<file path="src/sv/hrb_pkg.sv">
package hrb_pkg;

	// Number of entries in each ring.
	localparam int RING_SIZE = 19;
	localparam int IDX_W = $clog2(RING_SIZE);
	// Hot-spot positions arrive as 5-bit fields. Compares are done at the
	// wider of that width and the index width.
	localparam int SPOT_W = 5;
	localparam int CMP_W = (IDX_W > SPOT_W) ? IDX_W : SPOT_W;

	localparam int HEAT_W = 16;
	localparam int THR_W = 11;
	localparam int SPOT_PAIRS = 4;
	localparam int PAIR_W = $clog2(SPOT_PAIRS);

	localparam logic [HEAT_W-1:0] SPOT_MAX = HEAT_W'((1 << 14) - 1);

	// Cell operations.
	localparam logic [2:0] OP_HOLD  = 3'd0;
	localparam logic [2:0] OP_DECAY = 3'd1;
	localparam logic [2:0] OP_BLUR  = 3'd2;
	localparam logic [2:0] OP_SPOT  = 3'd3;
	localparam logic [2:0] OP_SHIFT = 3'd4;

	typedef struct packed {
		logic [2:0]        op;
		logic [HEAT_W-1:0] back_gain;
		logic [HEAT_W-1:0] front_gain;
		logic [HEAT_W-1:0] back_add;
		logic [HEAT_W-1:0] front_add;
		logic [SPOT_W-1:0] back_spot;
		logic [SPOT_W-1:0] front_spot;
	} hrb_ctrl_t;

endpackage

</file>
<file path="src/sv/hrb_cell.sv">
module hrb_cell (
	input  logic                          clk,
	input  logic                          arst_n,
	input  hrb_pkg::hrb_ctrl_t            ctrl,
	input  logic [hrb_pkg::CMP_W-1:0]     my_idx,
	input  logic [hrb_pkg::HEAT_W-1:0]    left_front,
	input  logic [hrb_pkg::HEAT_W-1:0]    left_back,
	input  logic [hrb_pkg::HEAT_W-1:0]    right_front,
	input  logic [hrb_pkg::HEAT_W-1:0]    right_back,
	output logic [hrb_pkg::HEAT_W-1:0]    front,
	output logic [hrb_pkg::HEAT_W-1:0]    back
);
	import hrb_pkg::*;

	logic [HEAT_W-1:0] front_q, back_q;
	logic [HEAT_W-1:0] front_d, back_d;
	logic [HEAT_W-1:0] att_f, att_b;
	logic [HEAT_W:0]   nsum_f, nsum_b;
	logic [HEAT_W-1:0] spot_f, spot_b;
	logic              hit_f, hit_b;

	always_comb begin
		// Blur terms: 7/8 of self and the neighbor sum at 17 bits.
		att_f  = front_q - {3'b000, front_q[HEAT_W-1:3]};
		att_b  = back_q - {3'b000, back_q[HEAT_W-1:3]};
		nsum_f = {1'b0, left_front} + {1'b0, right_front};
		nsum_b = {1'b0, left_back} + {1'b0, right_back};
		// Hot-spot add wraps first, then saturates.
		spot_f = front_q + ctrl.front_add;
		spot_b = back_q + ctrl.back_add;
		if (spot_f > SPOT_MAX) begin
			spot_f = SPOT_MAX;
		end
		if (spot_b > SPOT_MAX) begin
			spot_b = SPOT_MAX;
		end
		hit_f = (CMP_W'(ctrl.front_spot) == my_idx);
		hit_b = (CMP_W'(ctrl.back_spot) == my_idx);

		front_d = front_q;
		back_d  = back_q;
		case (ctrl.op)
			OP_DECAY: begin
				front_d = front_q - {4'b0000, front_q[HEAT_W-1:4]} + ctrl.front_gain;
				back_d  = back_q - {4'b0000, back_q[HEAT_W-1:4]} + ctrl.back_gain;
			end
			OP_BLUR: begin
				front_d = att_f + {4'b0000, nsum_f[HEAT_W:5]} + {4'b0000, att_b[HEAT_W-1:4]};
				back_d  = att_b + {4'b0000, nsum_b[HEAT_W:5]} + {4'b0000, att_f[HEAT_W-1:4]};
			end
			OP_SPOT: begin
				if (hit_f) begin
					front_d = spot_f;
				end
				if (hit_b) begin
					back_d = spot_b;
				end
			end
			OP_SHIFT: begin
				front_d = right_front;
				back_d  = right_back;
			end
			default: begin
				front_d = front_q;
				back_d  = back_q;
			end
		endcase
	end

	always_ff @(posedge clk or negedge arst_n) begin
		if (!arst_n) begin
			front_q <= '0;
			back_q  <= '0;
		end else begin
			front_q <= front_d;
			back_q  <= back_d;
		end
	end

	assign front = front_q;
	assign back  = back_q;

endmodule
</file>
<file path="config.mk">
export PLATFORM = sky130hd
export DESIGN_NAME = hrb_cell
export DESIGN_NICKNAME = d
export VERILOG_FILES = /design/src/sv/hrb_pkg.sv /design/src/sv/hrb_cell.sv
export SDC_FILE = /design/constraint.sdc
export NUM_CORES = 1
export LEC_CHECK = 0
export ABC_CLOCK_PERIOD_IN_PS = 5600
export BUFFER_PORTS_ARGS = -buffer_cell sky130_fd_sc_hd__buf_4
export CORE_UTILIZATION = 27
export DETAILED_ROUTE_END_ITERATION = 8
export SYNTH_ARGS = -nofsm -noshare
export SYNTH_HDL_FRONTEND = slang
export SYNTH_SLANG_ARGS = --single-unit
</file>
<file path="constraint.sdc">
create_clock -name clk -period 5.6 [get_ports clk]
set_input_delay 1.12 -clock clk [delete_from_list [all_inputs] [get_ports clk]]
set_output_delay 1.12 -clock clk [all_outputs]
set_load 0.05 [all_outputs]
</file>
Word level (Yosys, flattened, before mapping). Index checks and enable logic that the tools add are counted.

Logic and storage cells: 35. Register bits after elaboration: 32. Bits of input ports: 148. Output and inout bits: 32.

Reductions and logical operators: 3. $lt $le $gt $ge: 2. Mux-type cells: 6. Add/sub/neg operators: 14. Equal/unequal tests: 8.

Operators with widths (number): case mux 16 bit (4 select lines) (2); adder 16 x 12 -> 16 bit (4); adder 16 bit (4); two-way mux 16 bit (4); adder 16 x 16 -> 17 bit (2); greater-than comparator 16 x 14 -> 1 bit, second input constant (2); subtractor 16 x 12 -> 16 bit (2); subtractor 16 x 13 -> 16 bit (2); equality test 5 bit (2); equality test 3 x 2 -> 1 bit, second input constant (2); != test 2 bit, second input constant (2); AND reduction 2 bit (2); nonzero test 4 bit (1); equality test 3 x 1 -> 1 bit, second input constant (1); equality test 3 bit, second input constant (1).

Longest topological paths before layout. Gate-level depths: netlist of run 1.

Depth after elaboration: 5. Depth in mapped cells: 23. Mapped depth without buffers: 23.

Worst setup path after synthesis of run 1. OpenSTA, ideal clock, no wires.

Kind: input-to-reg. From: in left_front[1] (netlist name). To: reg front_q[15], in the netlist front[15]. Buffers on the path: 0. Arrival time: 4.829 ns. Path slack: 0.629 ns. Data required time: 5.458 ns. Library setup time: 0.142 ns. Stages: 18. Cell sequence: ha_1 -> a31o_1 -> a21oi_1 -> o311a_1 -> o31ai_1 -> a21oi_1 -> o21bai_1 -> xnor2_1 -> fa_1 -> inv_1 -> ha_1 -> o21ai_1 -> a21oi_1 -> nor4_1 -> o41ai_1 -> nor3b_1 -> mux2i_1 -> a32oi_1.

Word-level cells in the longest chain between the ends: 4.

Ends and longest elaborated chain: start: declaration (RTL line hrb_cell.sv:6) `input logic [hrb_pkg::HEAT_W-1:0] left_front,`; adder 16 x 16 -> 17 bit (RTL line hrb_cell.sv:26) `nsum_f = {1'b0, left_front} + {1'b0, right_front};`; adder 16 x 12 -> 16 bit (2 in series) (RTL line hrb_cell.sv:48) `front_d = att_f + {4'b0000, nsum_f[HEAT_W:5]} + {4'b0000, att_b[HEAT_W-1:4]};`; case mux 16 bit (4 select lines) (RTL line hrb_cell.sv:42) `case (ctrl.op)`; end signal: assignment (RTL line hrb_cell.sv:75) `front_q <= front_d;`; end: declaration (RTL line hrb_cell.sv:15) `logic [HEAT_W-1:0] front_q, back_q;`.

No other way between the ends. A chain may end at the register's enable or synchronous reset.

Worst setup path in the final report of run 1.
From: in left_front[1] (netlist name). To: reg front_q[12], in the netlist front[12].

Same word-level chain as after synthesis.

==> results of run 1 <==
[metrics by stage]
step / cells / worst slack (ns)
finish: 1910 / 0.320
global route: 1910 / 0.00132
CTS: 1910 / 0.374
detailed placement: 1905 / 0.0826
global placement: 1905 / 0.166
floorplan: 1275 / 0.629
[state kept, by name (all words and copies together) (netlist names)]
signal	count
back	16
front	16
[how the worst max path moves through the flow]
stage	start	end	slack [ns]	cells past startpoint
detailed placement	left_front[1]	front[15]$_DFFE_PN0P_	0.08	19
global placement	left_front[1]	front[15]$_DFFE_PN0P_	0.17	19
floorplan	left_front[1]	front[15]$_DFFE_PN0P_	0.63	18
global route	left_front[1]	front[15]$_DFFE_PN0P_	0.001	18
finish	left_front[1]	front[12]$_DFFE_PN0P_	0.32	18
CTS	left_front[1]	front[15]$_DFFE_PN0P_	0.37	19
[cell usage after synthesis, types with 22 or more instances]
| cell type | instances |
|---|---|
| nor3_1 | 37 |
| o21ai_1 | 27 |
| inv_1 | 170 |
| ha_1 | 154 |
| a21o_1 | 37 |
| a21oi_1 | 94 |
| o21ai_0 | 50 |
| fa_1 | 48 |
| nand2_1 | 80 |
| dfrtp_1 | 32 |
| o21a_1 | 22 |
| clkbuf_1 | 24 |
| nor2_1 | 103 |
| xnor2_1 | 84 |
| xor2_1 | 40 |
[cell type report]
type / instances / area, um2
clock buffers: 5 / 125
fillers: 3820 / 23700
inverters: 170 / 638
multi-input cells: 1046 / 8190
flip-flops and latches: 32 / 801
well taps: 461 / 577
repair buffers: 196 / 1470
[kinds of logic after synthesis]
| family | after synthesis |
|---|---|
| AO/OA/AOI/OAI | 403 |
| buffers and inverters | 197 |
| flip-flops | 32 |
| XOR/XNOR | 124 |
| multiplexers | 3 |
| AND/OR/NAND/NOR | 314 |
| adder cells (fa/ha/maj) | 202 |
[per-layer routing]
| metal | routed length (um) | track usage | share of wire |
|---|---|---|---|
| met1 | 14800 | 0.230 | 0.46 |
| met2 | 15000 | 0.289 | 0.47 |
| met3 | 1730 | 0.0278 | 0.054 |
| met4 | 663 | 0.0470 | 0.021 |
| met5 | 0 | 0 | 0 |
[critical path, stage by stage]
cell      delay (ns)
buf_4           0.11
ha_1            0.28
a31o_1          0.21
a21oi_1         0.27
o311a_1         0.31
nor2_1          0.12
a31oi_1         0.21
xnor2_1         0.16
fa_1            0.44
ha_1            0.35
and2_1          0.19
a22o_1          0.23
a211oi_1        0.44
nor3_1          0.19
o31a_1          0.32
or3_1           0.31
nand3_1         0.09
o211ai_1        0.08
[timing repair]
item,CTS,global route
resized for setup,0,1
setup endpoints to repair,0,1
hold buffers,0,0
buffers inserted,0,0
==> results.md, run 1 <==
* Status: finished, final reports clean
* DR vias/cell at 5.12
* Max-slew violation count at 0
* Final period utilization at 0.943
* Detailed Routing Iterations Pass 1 at 6
* Clock root buffer: clkbuf_16
* Reg-to-reg startpoint: back[0]$_DFFE_PN0P_
* Post-synthesis adder-cell area fraction at 0.297
* Final Instance Area at 0.0118 mm2
* Critical path class: input port to flip-flop
* First-pass GRT wire length at 49.5 mm
* Mux share of post-synthesis cell area at 0.00309
* Xor/xnor share of the synthesized area at 0.112
* #FFs+latches synth at 32
* Ant diodes at 0
* H-Tree Depth at 2
* Number of global-route vias before repair at 9081
* Gr usage total at 0.173
* DRT Wirelength at 32.2 mm
* Total number of vias at 9773
* Setup TNS at 0 ns
* Mapped Cells at 1275
* Share of cells above drive strength 1 at 0.150
* Slew margin rel. at 0.272
* DP Area at 0.0117 mm2
* R2r worst-path depth at 21
* Starting DRT DRC Count at 527
* Routed Antenna Nets at 0
* WP data required at 5.75 ns
* Post-Route Utilization at 0.332
* Commonest non-fill, non-tap cell in the layout: buf_4
* Synth Area per Inst at 7.62 um2
* Worst setup EP type: flip-flop
* Routability congestion estimate from global placement at 0.885
* CTS tree: done
* Clock Tree Buf Depth at 2
* Ys async rst share at 1.00
* Worst path arrival time at 5.43 ns
* Largest net degree at the start of global routing at 33
* Total clock buffers created by CTS at 5
* Final Hold Fails at 0
* Largest cells by area after synthesis: ha_1, fa_1, dfrtp_1, xnor2_1, inv_1
* Synth area leader: ha_1
* FF-to-FF setup slack at 0.33 ns
* MaxCap Viol Count at 0
* Dominant combinational cell family by area after synthesis: adder cells
* IO Port Bufs at 179
* Synth Area in Simple Gates at 0.152
* Synth Area in Compound Gates at 0.278
* Synth-to-Final Area Change at 21.4%
* Clock Skew at 0.00387 ns
* Number of synthesized flops with an enable pin at 0
* Drt wl/cell at 16.9 um
* Critical path launch point type: input port
* GR Overflow Total at 0
* Mapped Area at 0.00972 mm2
* Core area at 0.0355 mm2
* Final Net Count at 1801
* Clock transition at path regs at 0.05 ns
* Initial Util at 0.274
* Hold WS at 0.637 ns
* Io pins at 180
* WHS Endpoint: back[4]$_DFFE_PN0P_
* Die height at 192 um
* DP HPWL at 27.4 mm
* Setup-failing EPs final at 0
* Netlist cell types at 73
* Worst slew pin tran at 1.09 ns
* Synthesized Nets at 1625
* CTS sink count at 32
* DR DRC count at 0
* Die width at 192 um
* Synth Warn # at 0
* Final worst path period need at 5.28 ns
* Commonest cells after routing, fill and taps aside: buf_4, inv_1, ha_1
* Max FO, Critical Path at 4
* Sequential fraction of the synthesis area at 0.0824
* Reg-to-reg endpoint: front[12]$_DFFE_PN0P_
* Fmax at 0.189 GHz
* Hold wc startpoint: back[4]$_DFFE_PN0P_
* DIE AREA at 0.0368 mm2
* Initial antenna violation count at 0
* Synth top area share at 0.198
* Hold crit path type: flip-flop to flip-flop
* Top_reg_cell synth: dfrtp_1
* Core Rows at 69
* Clock Latency Late Sink at 0.29 ns
* Worst hold path depth at 2
* Unrepaired setup endpoints after global routing: false
Power of run 1 is not shown: default switching activity piles up to over one toggle a cycle in this logic, so the estimate is an artifact.
==> inputs of run 2 (changes only) <==
--- a/config.mk
+++ b/config.mk
@@ -9,6 +9,7 @@
 export BUFFER_PORTS_ARGS = -buffer_cell sky130_fd_sc_hd__buf_4
 export CORE_UTILIZATION = 27
 export DETAILED_ROUTE_END_ITERATION = 8
+export RECOVER_POWER = 100
 export SYNTH_ARGS = -nofsm -noshare
 export SYNTH_HDL_FRONTEND = slang
 export SYNTH_SLANG_ARGS = --single-unit
==> results.md, run 2 (synthesized netlist as in run 1, its figures left out) <==
* CTS tree: done
* Synth-to-Final Area Change at 20.0%
* Most used cell along the critical path: o21a_1
* Reg-to-reg startpoint: back[0]$_DFFE_PN0P_
* FILL cells at 3854
* Worst slew pin tran at 2.12 ns
* Slew margin rel. at -0.411
* Critical path class: flip-flop to flip-flop
* Hold wc startpoint: back[4]$_DFFE_PN0P_
* Ant diodes at 0
* Initial antenna violation count at 0
* DRT Wirelength at 32.2 mm
* Final Net Count at 1801
* Post-Route Utilization at 0.329
* Clock Latency Late Sink at 0.29 ns
* Io pins at 180
* Max incr delay on CP at 0.49 ns
* GR Overflow Total at 0
* Setup TNS at 0 ns
* Fmax at 0.190 GHz
* Clock root buffer: clkbuf_16
* Commonest cells after routing, fill and taps aside: inv_1, buf_4, ha_1
* Routability congestion estimate from global placement at 0.885
* DR vias/cell at 5.10
* Clock Tree Buf Depth at 2
* DR DRC count at 0
* Number of global-route vias before repair at 9081
* Total clock buffers created by CTS at 5
* IO Port Bufs at 179
* FF-to-FF setup slack at 0.33 ns
* Commonest non-fill, non-tap cell in the layout: inv_1
* Drt wl/cell at 16.9 um
* Failing checks: max-capacitance violations, max-slew violations
* Post-CTS Resized at 0
* WP data required at 5.75 ns
* Die width at 192 um
* Worst setup EP type: flip-flop
* DP HPWL at 27.4 mm
* CTS sink count at 32
* Clock Skew at 0.00332 ns
* Clock transition at path regs at 0.05 ns
* Max-slew violation count at 48
* Routed Antenna Nets at 0
* Hold crit path type: flip-flop to flip-flop
* Final worst path period need at 5.27 ns
* Critical path launch point type: flip-flop
* Die height at 192 um
* Initial Util at 0.274
* Postcts setup bufs at 0
* Final Hold Fails at 0
* Worst path arrival time at 5.43 ns
* Post-CTS Hold Fix Bufs at 0
* First-pass GRT wire length at 49.5 mm
* Final period utilization at 0.942
* Critical path's slowest cell: fa_1
* Detailed Routing Iterations Pass 1 at 5
* Max FO, Critical Path at 4
* MaxCap Viol Count at 2
* Status: finished, violations left
* Largest net degree at the start of global routing at 33
* CP delay by family, top: compound AO/OA/AOI/OAI gates
* Ordered cell list for the critical path: inv_1 -> ha_1 -> fa_1 -> nor2b_1 -> o21a_1 -> o21a_1 -> o21a_1 -> nor2_1 -> o21ai_1 -> a21o_1 -> xor2_1 -> fa_1 -> ha_1 -> and2_1 -> a22o_1 -> a211oi_1 -> nor3_1 -> o31a_1 -> or3_1 -> nand3_1 -> o211ai_1
* Core Rows at 69
* Setup-failing EPs final at 0
* Starting DRT DRC Count at 511
* CP Buf/Inv Count at 1
* Core area at 0.0355 mm2
* H-Tree Depth at 2
* DIE AREA at 0.0368 mm2
* Crit path launch: back[0]$_DFFE_PN0P_
* Total number of vias at 9742
* Share of cells above drive strength 1 at 0.126
* Gr usage total at 0.173
* Unrepaired setup endpoints after global routing: false
## run 2: metal layers
| metal | track usage | part of all wire |
|---|---|---|
| met5 | 0 | 0 |
| met4 | 0.0470 | 0.022 |
| met3 | 0.0278 | 0.054 |
| met2 | 0.289 | 0.47 |
| met1 | 0.230 | 0.46 |
## run 2: final timing paths
kind | to | cells after the start
min | back[4]$_DFFE_PN0P_ | 2
max in group asynchronous | front[9]$_DFFE_PN0P_ | 1
min reg2reg | back[4]$_DFFE_PN0P_ | 2
max | front[12]$_DFFE_PN0P_ | 21
max reg2reg | front[12]$_DFFE_PN0P_ | 21
min in group asynchronous | back[0]$_DFFE_PN0P_ | 1
## run 2: worst register-to-register path: stages, from the launching register on
cell and delay, ns:
dfrtp_1 0.43, inv_1 0.10, ha_1 0.24, fa_1 0.40, nor2b_1 0.14, o21a_1 0.14
o21a_1 0.16, o21a_1 0.12, nor2_1 0.05, o21ai_1 0.13, a21o_1 0.17, xor2_1 0.36
fa_1 0.49, ha_1 0.34, and2_1 0.21, a22o_1 0.23, a211oi_1 0.44, nor3_1 0.19
o31a_1 0.32, or3_1 0.31, nand3_1 0.08, o211ai_1 0.08
## run 2: final cells by class
cell class / instances / area [um2] / share of cell area
multi-input combinational: 1046 / 8180 / 0.702
timing repair buffer: 196 / 1340 / 0.115
sequential: 32 / 801 / 0.0687
inverter: 170 / 638 / 0.0547
tap: 461 / 577 / 0.0495
clock buffer: 5 / 125 / 0.0107
## run 2: metrics by stage
stage,instance area (um2),hold WS [ns],worst slack (ns),instances
global placement,11700,0.629,0.166,1905
global route,11700,0.648,0.00132,1910
finish,11700,0.637,0.328,1910
floorplan,9720,0.810,0.629,1275
CTS,11800,0.643,0.374,1910
detailed placement,11700,0.635,0.0826,1905
Power of run 2 is left out for the same reason.
==> inputs of run 3 (changes only) <==
--- a/config.mk
+++ b/config.mk
@@ -9,6 +9,7 @@
 export BUFFER_PORTS_ARGS = -buffer_cell sky130_fd_sc_hd__buf_4
 export CORE_UTILIZATION = 27
 export DETAILED_ROUTE_END_ITERATION = 8
+export GPL_TIMING_DRIVEN = 0
 export RECOVER_POWER = 100
 export SYNTH_ARGS = -nofsm -noshare
 export SYNTH_HDL_FRONTEND = slang
==> results.md, run 3 (synthesized netlist as in run 1, its figures left out) <==
* Die height at 192 um
* Detailed Routing Iterations Pass 1 at 6
* Critical path's slowest cell: dfrtp_1
* Die width at 192 um
* Slew margin rel. at -0.355
* Initial antenna violation count at 0
* DR DRC count at 0
* Gr usage total at 0.180
* Postcts setup bufs at 0
* Reg-to-reg endpoint: front[15]$_DFFE_PN0P_
* Drt wl/cell at 17.5 um
* Worst path arrival time at 5.44 ns
* IO Port Bufs at 176
* Total number of vias at 9949
* Final period utilization at 0.945
* Max-slew violation count at 33
* Clock root buffer: clkbuf_16
* MaxCap Viol Count at 1
* Clock Tree Buf Depth at 2
* Share of cells above drive strength 1 at 0.115
* Final worst path period need at 5.29 ns
* Fmax at 0.189 GHz
* Routability congestion estimate from global placement at 0.925
* Clock Skew at 0.00514 ns
* Worst Setup EP: front[15]$_DFFE_PN0P_
* Worst hold path depth at 2
* Most used cell along the critical path: o21a_1
* Area of the multi-input gates at 0.00820 mm2
* Ordered cell list for the critical path: inv_1 -> ha_1 -> nor2b_1 -> o21a_1 -> o21a_1 -> o21a_1 -> nor2_1 -> o21ai_1 -> a21o_1 -> xor2_1 -> fa_1 -> ha_1 -> and2_1 -> a22oi_1 -> a21oi_1 -> nor4_2 -> o41ai_2 -> nor3b_1 -> mux2i_1 -> a32oi_1
* Core Rows at 69
* Total clock buffers created by CTS at 5
* Clock transition at path regs at 0.06 ns
* Setup-failing EPs final at 0
* Max FO, Critical Path at 6
* Critical path class: flip-flop to flip-flop
* Hold crit path type: flip-flop to flip-flop
* FF-to-FF setup slack at 0.31 ns
* Clock Latency Late Sink at 0.29 ns
* Starting DRT DRC Count at 508
* Critical path launch point type: flip-flop
* Failing checks: max-capacitance violations, max-slew violations
* Reg-to-reg startpoint: back[5]$_DFFE_PN0P_
* Final Instance Area at 0.0117 mm2
* DRT Wirelength at 33.5 mm
* H-Tree Depth at 2
* DP Area at 0.0116 mm2
* WP data required at 5.75 ns
* Commonest cells after routing, fill and taps aside: inv_1, ha_1, buf_4
* Final Net Count at 1808
* Largest net degree at the start of global routing at 33
* GR Overflow Total at 0
* R2r worst-path depth at 20
* CTS tree: done
* Final Hold Fails at 0
* Core area at 0.0355 mm2
* Worst setup EP type: flip-flop
* Initial Util at 0.274
* FILL cells at 3810
* Number of global-route vias before repair at 9322
* DIE AREA at 0.0368 mm2
* Status: finished, violations left
* Commonest non-fill, non-tap cell in the layout: inv_1
* First-pass GRT wire length at 51.1 mm
* Unrepaired setup endpoints after global routing: false
* Synth-to-Final Area Change at 19.9%
* Register Area at 801 um2
* Routed Antenna Nets at 0
* Worst slew pin tran at 2.03 ns
* Max incr delay on CP at 0.54 ns
* Io pins at 180
* CTS sink count at 32
* CP delay by family, top: compound AO/OA/AOI/OAI gates
* CP Depth at 20
* Crit path launch: back[5]$_DFFE_PN0P_
* DP HPWL at 28.5 mm
* CP Buf/Inv Count at 1
* Ant diodes at 0
* DR vias/cell at 5.18
## run 3: through the flow
stage / setup TNS (ns) / setup WS (ns) / utilization / hold slack (ns) / cells
global route: 0 / 0.00303 / 0.328 / 0.692 / 1920
detailed placement: -0.387 / -0.142 / 0.327 / 0.653 / 1912
CTS: 0 / 0.154 / 0.332 / 0.660 / 1920
floorplan: 0 / 0.629 / - / 0.810 / 1275
finish: 0 / 0.306 / 0.328 / 0.651 / 1920
global placement: -0.406 / -0.148 / 0.327 / 0.631 / 1912
## run 3: layer usage
| metal | up-vias | global-route usage | wire length [um] |
|---|---|---|---|
| met2 | 276 | 0.294 | 15200 |
| met5 | - | 0 | 0 |
| met1 | 4700 | 0.242 | 15500 |
| li1 | 4920 | - | - |
| met4 | 0 | 0.0687 | 1160 |
| met3 | 53 | 0.0205 | 1660 |
## run 3: cell type report
| type | count | share of cell area |
|---|---|---|
| clock buffers | 8 | 0.0126 |
| multi-input cells | 1046 | 0.703 |
| repair buffers | 176 | 0.102 |
| inverters | 170 | 0.0548 |
| well taps | 461 | 0.0495 |
| flip-flops and latches | 32 | 0.0687 |
| plain buffers | 27 | 0.00880 |
## run 3: worst min-delay path by stage
stage | end | startpoint | slack (ns)
finish | back[0]$_DFFE_PN0P_ | back[0]$_DFFE_PN0P_ | 0.65
global route | back[2]$_DFFE_PN0P_ | back[2]$_DFFE_PN0P_ | 0.69
CTS | back[0]$_DFFE_PN0P_ | back[0]$_DFFE_PN0P_ | 0.66
detailed placement | back[0]$_DFFE_PN0P_ | back[0]$_DFFE_PN0P_ | 0.65
global placement | back[0]$_DFFE_PN0P_ | back[0]$_DFFE_PN0P_ | 0.63
floorplan | back[0]$_DFFE_PN0P_ | back[0]$_DFFE_PN0P_ | 0.81
## run 3: tightest hold or removal path, stage by stage (launching register included)
cell and delay, ns:
dfrtp_1 0.44, nor2_1 0.13, a31oi_1 0.04
## run 3: timing repair
item,in CTS,in global routing
hold buffers,0,0
hold endpoints to repair,0,0
endpoints found under the setup margin,0,3
gates resized for setup,0,5
Power of run 3 is left out for the same reason.
